File: src/rtl/alrm_pkg.sv
`timescale 1ns / 1ps
`default_nettype none
// ----------------------------------------------------------------------------
// Alarm clock controller package
// Shared item kinds, register indexes, field widths and the picker state type.
// ----------------------------------------------------------------------------
package alrm_pkg;

   localparam int HOUR_W   = 5;
   localparam int MINUTE_W = 6;
   localparam int SECOND_W = 6;
   localparam int JOY_W    = 14;
   localparam int CSR_IDX_W = 2;

   localparam logic [HOUR_W-1:0]   LAST_HOUR      = 5'd23;
   localparam logic [MINUTE_W-1:0] LAST_MINUTE    = 6'd59;
   localparam logic [HOUR_W:0]     HOURS_PER_DAY  = 6'd24;
   localparam logic [MINUTE_W:0]   MINS_PER_HOUR  = 7'd60;
   localparam logic [MINUTE_W:0]   MINS_PER_2HOUR = 7'd120;

   localparam logic [JOY_W-1:0]    JOY_LO_RST = 14'd5000;
   localparam logic [JOY_W-1:0]    JOY_HI_RST = 14'd12000;
   localparam logic [MINUTE_W-1:0] SNOOZE_RST = 6'd1;

   typedef enum logic [1:0] {
      REQ_TICK   = 2'd0,
      REQ_JOY    = 2'd1,
      REQ_SET    = 2'd2,
      REQ_SNOOZE = 2'd3
   } req_kind_type;

   typedef enum logic [CSR_IDX_W-1:0] {
      CSR_JOY_LO = 2'd0,
      CSR_JOY_HI = 2'd1,
      CSR_SNOOZE = 2'd2,
      CSR_UNUSED = 2'd3
   } csr_idx_type;

   typedef struct packed {
      logic [HOUR_W-1:0]   hour;
      logic [MINUTE_W-1:0] minute;
      logic                column;
      logic                rearmed;
   } picker_type;

endpackage : alrm_pkg
`default_nettype wire

File: src/rtl/alrm_picker.sv
`timescale 1ns / 1ps
`default_nettype none
// ----------------------------------------------------------------------------
// Alarm picker update
// Joystick column select and one-shot hour/minute stepping with wrap.
// ----------------------------------------------------------------------------
module alrm_picker
   import alrm_pkg::*;
(
   input  picker_type       cur,
   input  logic [JOY_W-1:0] joy_x,
   input  logic [JOY_W-1:0] joy_y,
   input  logic [JOY_W-1:0] lo_level,
   input  logic [JOY_W-1:0] hi_level,
   output picker_type       nxt
);

   logic col;
   logic step_down;
   logic step_up;
   logic in_band;

   always_comb begin
      priority if (joy_x < lo_level) begin
         col = 1'b0;
      end else if (joy_x > hi_level) begin
         col = 1'b1;
      end else begin
         col = cur.column;
      end
   end

   // low is tested before high
   assign step_down = (joy_y < lo_level) && cur.rearmed;
   assign step_up   = !step_down && (joy_y > hi_level) && cur.rearmed;
   assign in_band   = (joy_y >= lo_level) && (joy_y <= hi_level);

   always_comb begin
      nxt        = cur;
      nxt.column = col;
      if (step_down) begin
         if (!col) begin
            nxt.hour = (cur.hour == '0) ? LAST_HOUR : cur.hour - HOUR_W'(1);
         end else begin
            nxt.minute = (cur.minute == '0) ? LAST_MINUTE : cur.minute - MINUTE_W'(1);
         end
         nxt.rearmed = 1'b0;
      end else if (step_up) begin
         if (!col) begin
            nxt.hour = (cur.hour == LAST_HOUR) ? '0 : cur.hour + HOUR_W'(1);
         end else begin
            nxt.minute = (cur.minute == LAST_MINUTE) ? '0 : cur.minute + MINUTE_W'(1);
         end
         nxt.rearmed = 1'b0;
      end else if (in_band) begin
         nxt.rearmed = 1'b1;
      end
   end

endmodule : alrm_picker
`default_nettype wire

File: src/rtl/alrm_snooze.sv
`timescale 1ns / 1ps
`default_nettype none
// ----------------------------------------------------------------------------
// Snooze time adder
// Clock time plus snooze minutes, minute mod 60 and hour mod 24.
// ----------------------------------------------------------------------------
module alrm_snooze
   import alrm_pkg::*;
(
   input  logic [HOUR_W-1:0]   clock_hour,
   input  logic [MINUTE_W-1:0] clock_minute,
   input  logic [MINUTE_W-1:0] snooze_minutes,
   output logic [HOUR_W-1:0]   wake_hour,
   output logic [MINUTE_W-1:0] wake_minute
);

   logic [MINUTE_W:0] min_sum;
   logic [MINUTE_W:0] min_wrap;
   logic [1:0]        carry;
   logic [HOUR_W:0]   hour_sum;
   logic [HOUR_W:0]   hour_wrap;

   // sum of two 6-bit values stays below 128, so at most two hours carry
   assign min_sum = {1'b0, clock_minute} + {1'b0, snooze_minutes};

   always_comb begin
      priority if (min_sum >= MINS_PER_2HOUR) begin
         min_wrap = min_sum - MINS_PER_2HOUR;
         carry    = 2'd2;
      end else if (min_sum >= MINS_PER_HOUR) begin
         min_wrap = min_sum - MINS_PER_HOUR;
         carry    = 2'd1;
      end else begin
         min_wrap = min_sum;
         carry    = 2'd0;
      end
   end

   // hour sum stays below 48, one subtract is enough
   assign hour_sum  = {1'b0, clock_hour} + {{(HOUR_W-1){1'b0}}, carry};
   assign hour_wrap = (hour_sum >= HOURS_PER_DAY) ? hour_sum - HOURS_PER_DAY : hour_sum;

   assign wake_hour   = hour_wrap[HOUR_W-1:0];
   assign wake_minute = min_wrap[MINUTE_W-1:0];

endmodule : alrm_snooze
`default_nettype wire

File: src/rtl/alarm_clock_controller.sv
`timescale 1ns / 1ps
`default_nettype none
// ----------------------------------------------------------------------------
// Alarm clock controller
// Hour/minute picker, armed alarm time, ringing flag with stop and snooze.
// ----------------------------------------------------------------------------
// Each request item (clock tick, joystick sample, stop/set button, snooze
// button) is captured in an input register, applied to the alarm state when
// it moves to the result register, and answered by exactly one result item
// holding the updated state: armed flag, ringing flag (the buzzer enable),
// picker hour/minute/column and the alarm time. Throughput is one item per
// clock while rsp_stall stays low. The input and result registers decouple
// the two channels, so a new item is taken while a result waits, and
// req_stall rises only when both registers are full and rsp_stall is high.
// Thresholds and the snooze length are written through the csr_ port, which
// is always ready; write them only while no item is in flight.
// ----------------------------------------------------------------------------
module alarm_clock_controller
   import alrm_pkg::*;
(
   input  logic                 clock,
   input  logic                 reset,

   input  logic                 csr_valid,
   output logic                 csr_ready,
   input  logic [CSR_IDX_W-1:0] csr_index,
   input  logic [JOY_W-1:0]     csr_data,

   input  logic                 req_valid,
   output logic                 req_stall,
   input  logic [1:0]           req_type,
   input  logic [HOUR_W-1:0]    req_clock_hour,
   input  logic [MINUTE_W-1:0]  req_clock_minute,
   input  logic [SECOND_W-1:0]  req_clock_second,
   input  logic [JOY_W-1:0]     req_joy_x,
   input  logic [JOY_W-1:0]     req_joy_y,

   output logic                 rsp_valid,
   input  logic                 rsp_stall,
   output logic                 rsp_alarm_armed,
   output logic                 rsp_ringing,
   output logic [HOUR_W-1:0]    rsp_edit_hour,
   output logic [MINUTE_W-1:0]  rsp_edit_minute,
   output logic                 rsp_column,
   output logic [HOUR_W-1:0]    rsp_alarm_hour,
   output logic [MINUTE_W-1:0]  rsp_alarm_minute
);

   // ---------------------------------------------------------------- config
   logic [JOY_W-1:0]    lo_level_ff, lo_level_in;
   logic [JOY_W-1:0]    hi_level_ff, hi_level_in;
   logic [MINUTE_W-1:0] snooze_ff,   snooze_in;

   assign csr_ready = 1'b1;

   always_comb begin
      lo_level_in = lo_level_ff;
      hi_level_in = hi_level_ff;
      snooze_in   = snooze_ff;
      if (csr_valid) begin
         unique case (csr_idx_type'(csr_index))
            CSR_JOY_LO: lo_level_in = csr_data;
            CSR_JOY_HI: hi_level_in = csr_data;
            CSR_SNOOZE: snooze_in   = csr_data[MINUTE_W-1:0];
            CSR_UNUSED: ;  // drop writes to the unused index
            default:    ;
         endcase
      end
   end

   always_ff @(posedge clock) begin
      if (reset) begin
         lo_level_ff <= JOY_LO_RST;
         hi_level_ff <= JOY_HI_RST;
         snooze_ff   <= SNOOZE_RST;
      end else begin
         lo_level_ff <= lo_level_in;
         hi_level_ff <= hi_level_in;
         snooze_ff   <= snooze_in;
      end
   end

   // ------------------------------------------------------------ handshake
   logic in_valid_ff, in_valid_in;
   logic out_valid_ff, out_valid_in;
   logic out_free;   // result register can load this cycle
   logic in_go;      // apply the held item to the state
   logic req_take;

   assign out_free  = !out_valid_ff || !rsp_stall;
   assign in_go     = in_valid_ff && out_free;
   assign req_stall = in_valid_ff && !out_free;
   assign req_take  = req_valid && !req_stall;

   always_comb begin
      in_valid_in = in_valid_ff;
      if (req_take) begin
         in_valid_in = 1'b1;
      end else if (in_go) begin
         in_valid_in = 1'b0;
      end
      out_valid_in = out_valid_ff;
      if (in_go) begin
         out_valid_in = 1'b1;
      end else if (!rsp_stall) begin
         out_valid_in = 1'b0;
      end
   end

   always_ff @(posedge clock) begin
      if (reset) begin
         in_valid_ff  <= 1'b0;
         out_valid_ff <= 1'b0;
      end else begin
         in_valid_ff  <= in_valid_in;
         out_valid_ff <= out_valid_in;
      end
   end

   // ------------------------------------------------------- input register
   logic [1:0]          type_ff;
   logic [HOUR_W-1:0]   hour_ff;
   logic [MINUTE_W-1:0] minute_ff;
   logic [SECOND_W-1:0] second_ff;
   logic [JOY_W-1:0]    joy_x_ff;
   logic [JOY_W-1:0]    joy_y_ff;

   always_ff @(posedge clock) begin
      if (req_take) begin
         type_ff   <= req_type;
         hour_ff   <= req_clock_hour;
         minute_ff <= req_clock_minute;
         second_ff <= req_clock_second;
         joy_x_ff  <= req_joy_x;
         joy_y_ff  <= req_joy_y;
      end
   end

   // ---------------------------------------------------------- alarm state
   picker_type          picker_ff, picker_in, picker_joy;
   logic [HOUR_W-1:0]   target_hour_ff, target_hour_in;
   logic [MINUTE_W-1:0] target_minute_ff, target_minute_in;
   logic                armed_ff, armed_in;
   logic                ringing_ff, ringing_in;
   logic [HOUR_W-1:0]   wake_hour;
   logic [MINUTE_W-1:0] wake_minute;
   logic                alarm_hit;

   alrm_picker u_picker (
      .cur      (picker_ff),
      .joy_x    (joy_x_ff),
      .joy_y    (joy_y_ff),
      .lo_level (lo_level_ff),
      .hi_level (hi_level_ff),
      .nxt      (picker_joy)
   );

   alrm_snooze u_snooze (
      .clock_hour     (hour_ff),
      .clock_minute   (minute_ff),
      .snooze_minutes (snooze_ff),
      .wake_hour      (wake_hour),
      .wake_minute    (wake_minute)
   );

   // ring only at second zero of the armed minute
   assign alarm_hit = armed_ff && (hour_ff == target_hour_ff) &&
                      (minute_ff == target_minute_ff) && (second_ff == '0);

   always_comb begin
      picker_in        = picker_ff;
      target_hour_in   = target_hour_ff;
      target_minute_in = target_minute_ff;
      armed_in         = armed_ff;
      ringing_in       = ringing_ff;
      if (in_go) begin
         unique case (req_kind_type'(type_ff))
            REQ_TICK: begin
               if (alarm_hit) begin
                  ringing_in = 1'b1;
               end
            end
            REQ_JOY: begin
               // ignore the joystick while ringing
               if (!ringing_ff) begin
                  picker_in = picker_joy;
               end
            end
            REQ_SET: begin
               if (ringing_ff) begin
                  // stop: clear ringing and armed, keep the target
                  ringing_in = 1'b0;
                  armed_in   = 1'b0;
               end else begin
                  armed_in         = 1'b1;
                  target_hour_in   = picker_ff.hour;
                  target_minute_in = picker_ff.minute;
               end
            end
            REQ_SNOOZE: begin
               if (ringing_ff) begin
                  ringing_in       = 1'b0;
                  armed_in         = 1'b1;
                  target_hour_in   = wake_hour;
                  target_minute_in = wake_minute;
               end
            end
            default: ;
         endcase
      end
   end

   always_ff @(posedge clock) begin
      if (reset) begin
         picker_ff        <= '{hour: '0, minute: '0, column: 1'b0, rearmed: 1'b1};
         target_hour_ff   <= '0;
         target_minute_ff <= '0;
         armed_ff         <= 1'b0;
         ringing_ff       <= 1'b0;
      end else begin
         picker_ff        <= picker_in;
         target_hour_ff   <= target_hour_in;
         target_minute_ff <= target_minute_in;
         armed_ff         <= armed_in;
         ringing_ff       <= ringing_in;
      end
   end

   // ------------------------------------------------------ result register
   logic                rsp_armed_ff;
   logic                rsp_ringing_ff;
   picker_type          rsp_picker_ff;
   logic [HOUR_W-1:0]   rsp_alarm_hour_ff;
   logic [MINUTE_W-1:0] rsp_alarm_minute_ff;

   // load the post-update state alongside the state registers
   always_ff @(posedge clock) begin
      if (in_go) begin
         rsp_armed_ff        <= armed_in;
         rsp_ringing_ff      <= ringing_in;
         rsp_picker_ff       <= picker_in;
         rsp_alarm_hour_ff   <= target_hour_in;
         rsp_alarm_minute_ff <= target_minute_in;
      end
   end

   assign rsp_valid        = out_valid_ff;
   assign rsp_alarm_armed  = rsp_armed_ff;
   assign rsp_ringing      = rsp_ringing_ff;
   assign rsp_edit_hour    = rsp_picker_ff.hour;
   assign rsp_edit_minute  = rsp_picker_ff.minute;
   assign rsp_column       = rsp_picker_ff.column;
   assign rsp_alarm_hour   = rsp_alarm_hour_ff;
   assign rsp_alarm_minute = rsp_alarm_minute_ff;

endmodule : alarm_clock_controller
`default_nettype wire
File: config.mk
export PLATFORM = sky130hd
export DESIGN_NAME = alarm_clock_controller
export DESIGN_NICKNAME = d
export VERILOG_FILES = /design/src/rtl/alrm_pkg.sv /design/src/rtl/alrm_picker.sv /design/src/rtl/alrm_snooze.sv /design/src/rtl/alarm_clock_controller.sv
export SDC_FILE = /design/constraint.sdc
export NUM_CORES = 1
export LEC_CHECK = 0
export BUFFER_PORTS_ARGS = -buffer_cell sky130_fd_sc_hd__buf_2
export CORE_MARGIN = 1.5
export CORE_UTILIZATION = 40
export CTS_CLUSTER_DIAMETER = 50
export DETAILED_ROUTE_END_ITERATION = 10
export HOLD_SLACK_MARGIN = 0.1
export SYNTH_ARGS = -nofsm -noshare
export SYNTH_HDL_FRONTEND = slang
export SYNTH_SLANG_ARGS = --single-unit
File: constraint.sdc
create_clock -name clock -period 7.55 [get_ports clock]
set_input_delay 1.1325 -clock clock [delete_from_list [all_inputs] [get_ports clock]]
set_output_delay 1.1325 -clock clock [all_outputs]
set_load 0.005 [all_outputs]
==> out/summary.txt, run 1 <==
critical path capture point type -> flip-flop
Horiz. Die Dim -> 138.1 um
grt total ovfl -> 0
Power Total -> 1.963 mW
count leader, synth -> edfxtp_1
pin count of the biggest net entering global routing -> 64
Via density -> 5.417
worst skew pair latency -> 0.43 ns
hold-fix buffers at CTS -> 0
Top cell by count, worst path -> ha_1
CP max stage cell -> fa_1
clock-pin slew on the worst setup and hold paths -> 0.06 ns
drt pass-1 iters -> 5
initial DRC count -> 580
worst path cell trace -> ha_1 -> fa_1 -> a21o_1 -> a21oi_1 -> xor2_1 -> inv_1 -> ha_1 -> a31oi_1 -> nand3b_1 -> o21a_1 -> ha_1 -> fa_1 -> o21ai_0 -> xor2_1 -> a221oi_1 -> nand2_1 -> o21ai_0 -> a21oi_1 -> nor2b_1
Slew headroom -> 20.29%
Final nets -> 961
Non-Filler Instances -> 1062
crit path max fanout -> 5
Synth Flop Type -> edfxtp_1
Max VDD drop -> 0.1683 mV
leading post-synthesis cells by cell area -> edfxtp_1 30%, dfxtp_1 17%, ha_1 12%
Buffers on Ports -> 94
sequential area share after synthesis -> 46.64%
Buf+Inv Stages, Crit Path -> 1
Die Area -> 19060 um2
final hold viol count -> 0
row cnt -> 49
htree depth -> 4
area of placed instances -> 7966 um2
setup violators final -> 0
# IOs -> 96
initial antenna violation count -> 0
syn_nets -> 874
final setup TNS -> 0 ns
asr flop ratio synth -> 0%
Core Area -> 17900 um2
DRC viols -> 0
max frequency -> 227.8 MHz
max-slew violation count -> 0
Fillers -> 1702
distinct cell type count after synthesis -> 68
RSZ-0062 raised after global routing -> no
vias -> 5753
slowest stage delay, CP -> 0.43 ns
Max-Cap Viols -> 0
post-CTS sizing -> 0
Synth top area share -> 29.63%
family with the most delay on the worst path -> adder cells
gpl congestion -> 0.8617
Post-Syn Area per Cell -> 9.941 um2
CTS tree -> built
# diodes -> 0
Placed Cells -> 1031
Final Critical Period -> 4.389 ns
CP Data Arrival Time -> 4.67 ns
global-route wire length before repair -> 27870 um
CP required -> 7.84 ns
Pleak -> 3.635 nW
run status -> finished, final reports clean
Final Skew -> 0.009072 ns
P&R area growth vs syn -> 17.88%
Die Y -> 138.1 um
layout cell share with drive strength beyond 1 -> 16.45%
Synth Cell Area -> 7297 um2
dpl hpwl -> 12690 um
leading area contributor after synthesis -> edfxtp_1
number of flops mapped to enable cells by yosys -> 72
PD cells -> 228.3 nW/um2
synth cell count leaders -> 72 x edfxtp_1, 70 x ha_1, 70 x nand2_1
CTS root buf -> clkbuf_16
min-delay worst type -> flip-flop to flip-flop
Post-Layout Inst Area -> 8602 um2
Period Utilization, post-route -> 58.13%
Starting Density -> 40.76%
Post-CTS Setup Bufs -> 0
Setup CP Type -> flip-flop to flip-flop
vias in the first global route -> 5381
Cells after Synth -> 734
Least-Margin Pin Slew -> 1.180 ns
Overall Global Routing Usage -> 18.68%
drt wl/cell -> 16.50 um
Ys Warns -> 0
CTS Buf Count -> 17
Seq cells post-synth -> 134
CP Launch Type -> flip-flop
antenna-violating nets left -> 0
final wirelength -> 17520 um
clock buffer depth -> 2
clk sink count -> 134
## path summary, 6_finish.rpt
kind                    from                end  slack (ns)  cells past startpoint
min reg2reg  hi_level_ff[12]    hi_level_ff[12]        0.45                      2
max             minute_ff[0]  target_hour_ff[3]        3.16                     19
min          hi_level_ff[12]    hi_level_ff[12]        0.45                      2
max reg2reg     minute_ff[0]  target_hour_ff[3]        3.16                     19
## sequential cells by signal, indices dropped and copies added, names as in the netlist, 13 cells and up
register     count
hi_level_ff     14
joy_x_ff        14
joy_y_ff        14
lo_level_ff     14
picker_ff       13
## metal layers
metal	wire, um	GRT usage (%)
met5	0	0
met4	295	7.535
met3	814	3.879
met2	7942	28.78
met1	8468	25.73
## cell families (layout without fill, tap and decap cells)
group / after synthesis / in the layout / share of synthesized area (%)
buf+inv: 77 / 176 / 4.150
simple gates: 238 / 238 / 16.41
compound gates: 186 / 186 / 16.92
fa+ha+maj: 72 / 72 / 12.55
mux: 7 / 7 / 0.9945
xor+xnor: 19 / 19 / 2.281
flops: 134 / 134 / 46.64
other cells: 1 / 1 / 0.05139
## layout by cell type, fill, tap and decap left out, types with 6 or more instances in the layout
master     Yosys  layout
buf_2          2      94
edfxtp_1      72      72
nand2_1       70      70
ha_1          70      70
dfxtp_1       62      62
a21oi_1       56      56
nor2_1        49      49
inv_1         48      48
o21ai_0       25      25
nand3_1       22      22
nor2b_1       20      19
clkbuf_16      0      17
xor2_1        15      15
a211o_1       15      15
nor3_1        12      12
o22ai_1       11      11
and3_1        10      10
nand4_1       10      10
a21o_1         9       9
a31oi_1        9       9
nor4_1         9       9
a221oi_1       6       6
o21a_1         6       6
## power breakdown
part / leakage, nW / internal [mW] / switching, mW / total [mW]
registers: 1.20 / 0.806 / 0.0266 / 0.832
logic: 2.13 / 0.0965 / 0.138 / 0.235
clock network: 0.306 / 0.582 / 0.314 / 0.896
## layout make-up
type                            instances  area, um2  area share [%]
Multi-Input combinational cell        523       3603           41.89
Sequential cell                       134       3403           39.56
Timing Repair Buffer                   97      493.0           5.731
Clock buffer                           18      429.2           4.989
Tap cell                              229      286.5           3.331
Clock inverter                         13      206.4           2.400
Inverter                               48      180.2           2.095
## worst register-to-register path, delay by kind of cell (launching register included)
family                   cells  cell delay (ns)
AO/OA/AOI/OAI                8             1.42
XOR/XNOR                     2             0.21
adder cells (fa/ha/maj)      5             1.56
buffers and inverters        1             0.13
flip-flops                   1             0.41
AND/OR/NAND/NOR              3             0.53
## stage by stage
stage	utilization (%)	setup WS (ns)	hold slack, ns
6_report	48.05	3.161	0.4534
5_1_grt	48.05	2.831	0.4690
4_1_cts	48.05	3.193	0.4538
3_5_place_dp	44.50	3.192	0.4463
3_3_place_gp	44.50	3.321	0.4429
2_1_floorplan	-	3.611	0.4363
Power figures use the tool's default switching activity.
==> run 2, diff against run 1 <==
Clock period 7.55 ns to 3.93 ns, I/O delays scaled along.
==> run 2 against run 1 <==
Net effect: combinational power is 110% higher; worst hold slack worse by 0.12 ns; via count shrank 0.12%; non-clock buffer count up 19; first-iteration DRC count decreased by 26%; clock power up 89%; sequential share of layout area is 0.98 points lower; cell count increased by 1.9%; register-to-register slack got worse by 3.0 ns; core utilization grew 1.2 points; largest cell class unchanged; highest routed layer unchanged.
==> out/summary.txt, run 2 (same netlist as run 1, synthesis figures left out) <==
# diodes -> 0 (unchanged)
hold-fix buffers at CTS -> 0 (unchanged)
layout cell share with drive strength beyond 1 -> 19.93% (+3.5 points)
run status -> finished, final reports clean
Horiz. Die Dim -> 138.1 um (unchanged)
antenna-violating nets left -> 0 (unchanged)
Core Area -> 17900 um2 (unchanged)
gpl congestion -> 0.8602 (-0.17%)
dpl hpwl -> 13220 um (+4.1%)
Pleak -> 3.735 nW (+2.8%)
clock buffer depth -> 2 (unchanged)
switching share of power -> 25.24% (+0.86 points)
Non-Filler Instances -> 1082 (+1.9%)
final wirelength -> 17760 um (+1.4%)
drt pass-1 iters -> 5 (unchanged)
htree depth -> 4 (unchanged)
Max VDD drop -> 0.3174 mV (+89%)
most common cell after layout, fill and taps aside -> buf_2
commonest cells after routing, fill and taps aside -> 94 x buf_2, 72 x edfxtp_1, 69 x nand2_1
Seq pwr share -> 42.2% (-0.2 points)
initial DRC count -> 427 (-26%)
Logic pwr share -> 13.2% (+1.2 points)
Final Critical Period -> 3.739 ns (-0.6502 ns)
CP required -> 4.21 ns (-3.63 ns)
worst r2r path cells -> 19 (unchanged)
switching power of the nets -> 0.9559 mW (+100%)
Final nets -> 980 (+2.0%)
Setup CP Type -> flip-flop to flip-flop
setup ws final -> 0.1914 ns (-2.970 ns)
CP max stage cell -> edfxtp_1
Top cell by count, worst path -> ha_4
Least-Margin Pin Slew -> 0.8811 ns (-0.2991 ns)
clock-pin slew on the worst setup and hold paths -> 0.06 ns (about the same)
initial antenna violation count -> 0 (unchanged)
vias -> 5746 (-0.12%)
Starting Density -> 40.76% (unchanged)
CP Launch Type -> flip-flop
Overall Global Routing Usage -> 18.82% (+0.14 points)
pin count of the biggest net entering global routing -> 43 (-33%)
clock power share -> 44.6% (-1.0 points)
Placed Cells -> 1046 (+1.5%)
row cnt -> 49 (unchanged)
P&R area growth vs syn -> 20.88%
clk sink count -> 134 (unchanged)
Fillers -> 1727 (+1.5%)
final setup TNS -> 0 ns (unchanged)
worst path cell trace -> ha_4 -> fa_2 -> a21o_1 -> a21oi_2 -> xor2_1 -> inv_2 -> ha_4 -> nand2_4 -> a21boi_2 -> o21a_1 -> ha_4 -> fa_2 -> buf_6 -> xor2_1 -> a31oi_1 -> nand3_1 -> o21ai_1 -> a21oi_1 -> nor2b_1
Util after Layout -> 49.27% (+1.2 points)
min-delay worst type -> primary input to flip-flop
RSZ-0062 raised after global routing -> yes
drt wl/cell -> 16.41 um (-0.52%)
crit path max fanout -> 4 (-1)
Die Y -> 138.1 um (unchanged)
Buffers on Ports -> 94 (unchanged)
PD cells -> 429.3 nW/um2 (+88%)
Final Skew -> 0.007585 ns (-0.001488 ns)
setup violators final -> 0 (unchanged)
Period Utilization, post-route -> 95.13% (+37 points)
slowest stage delay, CP -> 0.43 ns (about the same)
final hold viol count -> 0 (unchanged)
Internal -> 2.831 mW (+91%)
worst skew pair latency -> 0.42 ns (about the same)
max-slew violation count -> 0 (unchanged)
Max-Cap Viols -> 0 (unchanged)
CP Data Arrival Time -> 4.02 ns (-0.65 ns)
max frequency -> 267.5 MHz (+17%)
critical path capture point type -> flip-flop
CTS root buf -> clkbuf_16
vias in the first global route -> 5588 (+3.8%)
worst slack, placed -> -0.1276 ns (-3.320 ns)
global-route wire length before repair -> 28700 um (+3.0%)
Worst Hold Depth -> 1 (-1)
grt total ovfl -> 0 (unchanged)
CTS tree -> built
Power Total -> 3.787 mW (+93%)
CTS Buf Count -> 17 (unchanged)
# IOs -> 96 (unchanged)
DRC viols -> 0 (unchanged)
Die Area -> 19060 um2 (unchanged)
Via density -> 5.311 (-2.0%)
Slew headroom -> 41.26% (+21 points)
run 2: final timing paths:
check            startpoint           endpoint  slack [ns]
min            req_joy_y[6]        joy_y_ff[6]        0.34
max            minute_ff[0]  target_hour_ff[4]        0.19
max reg2reg    minute_ff[0]  target_hour_ff[4]        0.19
min reg2reg  lo_level_ff[5]     lo_level_ff[5]        0.45
run 2: routing by layer:
| layer | share of wire, % | wire, um | GRT usage, % |
|---|---|---|---|
| met5 | 0 | 0 | 0 |
| met4 | 1.6 | 278 | 6.814 |
| met3 | 4.2 | 749 | 3.048 |
| met2 | 46 | 8220 | 30.27 |
| met1 | 48 | 8510 | 25.68 |
run 2: stage by stage:
stage                     area, um2  hold slack (ns)
after global placement         8083           0.4433
final                          8821           0.3381
after global routing           8821           0.3235
after detailed placement       8083           0.4483
after CTS                      8715           0.3239
after floorplan                7301           0.4363
run 2: critical path: cells and delay by family, from the launching register on:
family | cells | cell delay [ns]
compound gates | 7 | 0.94
flops | 1 | 0.43
buf+inv | 2 | 0.22
fa+ha+maj | 5 | 1.30
xor+xnor | 2 | 0.38
simple gates | 3 | 0.31
run 2: power by group through the flow:
stage          sequential [mW]  clock (mW)  combinational [mW]
3_5_place_dp              1.63           0               0.473
5_1_grt                   1.60        1.78               0.564
6_report                  1.60        1.69               0.501
4_1_cts                   1.60        1.72               0.477
2_1_floorplan             1.61           0               0.317
3_3_place_gp              1.62           0               0.470
run 2: repair_timing:
action                     4_1_cts  5_1_grt
gates resized for setup          3       20
pin swaps                        2        9
setup buffers                    0        4
setup endpoints to repair        4        8
run 2: final cells by class:
cell class	count	area (um2)	share of cell area [%]
repair buffers	116	646.9	7.333
inverters	48	180.2	2.043
clock buffers	17	425.4	4.823
clock inverters	15	200.2	2.270
multi-input cells	523	3679	41.70
flip-flops and latches	134	3403	38.58
well taps	229	286.5	3.248
==> run 3, diff against run 2 <==
Clock period 3.93 ns to 3.05 ns, I/O delays scaled along.
==> run 3 against run 2 <==
Net effect: the flow now finishes with violations (negative setup slack); clock-buffer cell count increased by 3; worst setup slack got worse by 0.84 ns; critical path depth unchanged; fmax increased by 1.0%; non-clock buffer count increased by 50; die area unchanged; flip-flop and latch count unchanged; power increased by 25%; sequential power increased by 29%; clock power increased by 15%; critical endpoint unchanged; highest routed layer unchanged.
==> out/summary.txt, run 3 (same netlist as run 1, synthesis figures left out) <==
run status -> finished, violations left
failing checks -> negative setup slack
Final Skew -> 0.009428 ns (+0.001843 ns)
# IOs -> 96 (unchanged)
htree depth -> 4 (unchanged)
CTS tree -> built
Post-Layout Inst Area -> 9256 um2 (+4.9%)
Max-Cap Viols -> 0 (unchanged)
gpl congestion -> 0.8718 (+1.3%)
worst r2r path cells -> 19 (unchanged)
clock-pin slew on the worst setup and hold paths -> 0.06 ns (about the same)
antenna-violating nets left -> 0 (unchanged)
worst path cell trace -> ha_2 -> fa_2 -> a21o_1 -> a21oi_2 -> xor2_1 -> inv_1 -> ha_4 -> nand2_4 -> a21boi_4 -> o21a_4 -> ha_4 -> fa_2 -> buf_4 -> xor2_1 -> a31oi_1 -> nand3_1 -> o21ai_2 -> a21oi_2 -> nor2b_1
Worst Hold Depth -> 1 (unchanged)
worst skew pair latency -> 0.43 ns (about the same)
worst slack, placed -> -0.7235 ns (-0.5959 ns)
Least-Margin Pin Slew -> 0.9551 ns (+0.07406 ns)
hold path endpoint -> hour_ff[2]
Buf+Inv Stages, Crit Path -> 2 (unchanged)
initial DRC count -> 523 (+22%)
RSZ-0062 raised after global routing -> yes
hold-fix buffers at CTS -> 0 (unchanged)
CP Launch Type -> flip-flop
Overall Global Routing Usage -> 19.00% (+0.19 points)
Die Y -> 138.1 um (unchanged)
critical path capture point type -> flip-flop
crit path max fanout -> 3 (-1)
setup ws final -> -0.6507 ns (-0.8421 ns)
Period Utilization, post-route -> 121.3% (+26 points)
Fillers -> 1654 (-4.2%)
pin count of the biggest net entering global routing -> 48 (+12%)
drt pass-1 iters -> 5 (unchanged)
Util after Layout -> 51.71% (+2.4 points)
layout cell share with drive strength beyond 1 -> 26.69% (+6.8 points)
slowest stage delay, CP -> 0.39 ns (-0.04 ns)
area of placed instances -> 8392 um2 (+3.8%)
P&R area growth vs syn -> 26.85%
worst hold path startpoint -> req_clock_hour[2]
clk sink count -> 134 (unchanged)
dpl hpwl -> 13150 um (-0.49%)
CTS Buf Count -> 17 (unchanged)
Power Total -> 4.748 mW (+25%)
max-slew violation count -> 0 (unchanged)
max frequency -> 270.2 MHz (+1.0%)
min-delay worst type -> primary input to flip-flop
final wirelength -> 18340 um (+3.2%)
global-route wire length before repair -> 28760 um (+0.19%)
CP required -> 3.33 ns (-0.88 ns)
Max VDD drop -> 0.4171 mV (+31%)
vias -> 6043 (+5.2%)
vias in the first global route -> 5607 (+0.34%)
total length of routed met3 wires -> 903 um (+21%)
CP Data Arrival Time -> 3.98 ns (-0.04 ns)
Final Critical Period -> 3.701 ns (-0.03794 ns)
commonest cells after routing, fill and taps aside -> 95 x buf_2, 72 x edfxtp_1, 68 x nand2_1, 68 x buf_4, 66 x ha_1
Setup CP Type -> flip-flop to flip-flop
family with the most delay on the worst path -> adder cells
setup violators final -> 10 (+10)
grt total ovfl -> 0 (unchanged)
row cnt -> 49 (unchanged)
PD cells -> 512.9 nW/um2 (+19%)
final hold viol count -> 0 (unchanged)
drt wl/cell -> 16.20 um (-1.3%)
Final nets -> 1030 (+5.1%)
# diodes -> 0 (unchanged)
Pleak -> 3.979 nW (+6.5%)
Core Area -> 17900 um2 (unchanged)
CTS root buf -> clkbuf_16
r2r setup slk -> -0.65 ns (-0.84 ns)
Starting Density -> 40.76% (unchanged)
Horiz. Die Dim -> 138.1 um (unchanged)
clock buffer depth -> 2 (unchanged)
CP max stage cell -> edfxtp_1
DRT met1 WL -> 8364 um (-1.7%)
DR top layer -> met4
most common cell after layout, fill and taps aside -> buf_2
DRC viols -> 0 (unchanged)
R2R Path End -> target_hour_ff[4]
routed length on met2 -> 8685 um (+5.7%)
Slew headroom -> 36.32% (-4.9 points)
Die Area -> 19060 um2 (unchanged)
initial antenna violation count -> 0 (unchanged)
Via density -> 5.338 (+0.52%)
Buffers on Ports -> 94 (unchanged)
Reg2Reg Launch Point -> minute_ff[0]
-- run 3: cell type report --
class	count	area [um2]	area share [%]
clock buffers	20	466.7	5.042
clock inverters	12	92.59	1.000
inverters	48	180.2	1.946
multi-input cells	523	3807	41.13
flip-flops and latches	134	3403	36.77
well taps	229	286.5	3.095
repair buffers	166	1020	11.02
-- run 3: how the worst max path moves through the flow --
stage / depth (start not counted) / endpoint / slack, ns / start
floorplan: 18 / rsp_alarm_hour[3] / -0.56 / minute_ff[0]
global placement: 19 / target_hour_ff[3] / -0.60 / minute_ff[0]
detailed placement: 19 / target_hour_ff[3] / -0.72 / minute_ff[0]
CTS: 19 / target_hour_ff[3] / -0.71 / minute_ff[0]
global route: 19 / rsp_alarm_hour[2] / -0.81 / minute_ff[0]
finish: 19 / target_hour_ff[4] / -0.65 / minute_ff[0]
-- run 3: power by group --
part / total (mW) / internal (mW) / switching, mW
combinational: 0.752 / 0.351 / 0.401
sequential: 2.06 / 1.99 / 0.0622
clock: 1.94 / 1.11 / 0.828
total: 4.75 / 3.46 / 1.29
-- run 3: what timing repair did --
item,4_1_cts,5_1_grt
pin swaps,14,21
endpoints found under the setup margin,10,28
gates cloned,0,0
buffers inserted,6,10
gates resized for setup,12,29
-- run 3: metal layers --
metal  vias up  global-route usage [%]
li1       3026                       -
met1      2801                   25.29
met2       185                   30.79
met3        31                   3.325
met4         0                   7.645
met5         -                       0
-- run 3: metrics by stage --
stage,std cells,TNS (ns),hold slack (ns)
after CTS,1123,-5.135,0.1861
after floorplan,734,-3.465,0.4363
after detailed placement,1085,-4.916,0.4467
final,1132,-4.792,0.1995
after global routing,1132,-6.404,0.1903
after global placement,1085,-4.011,0.4432
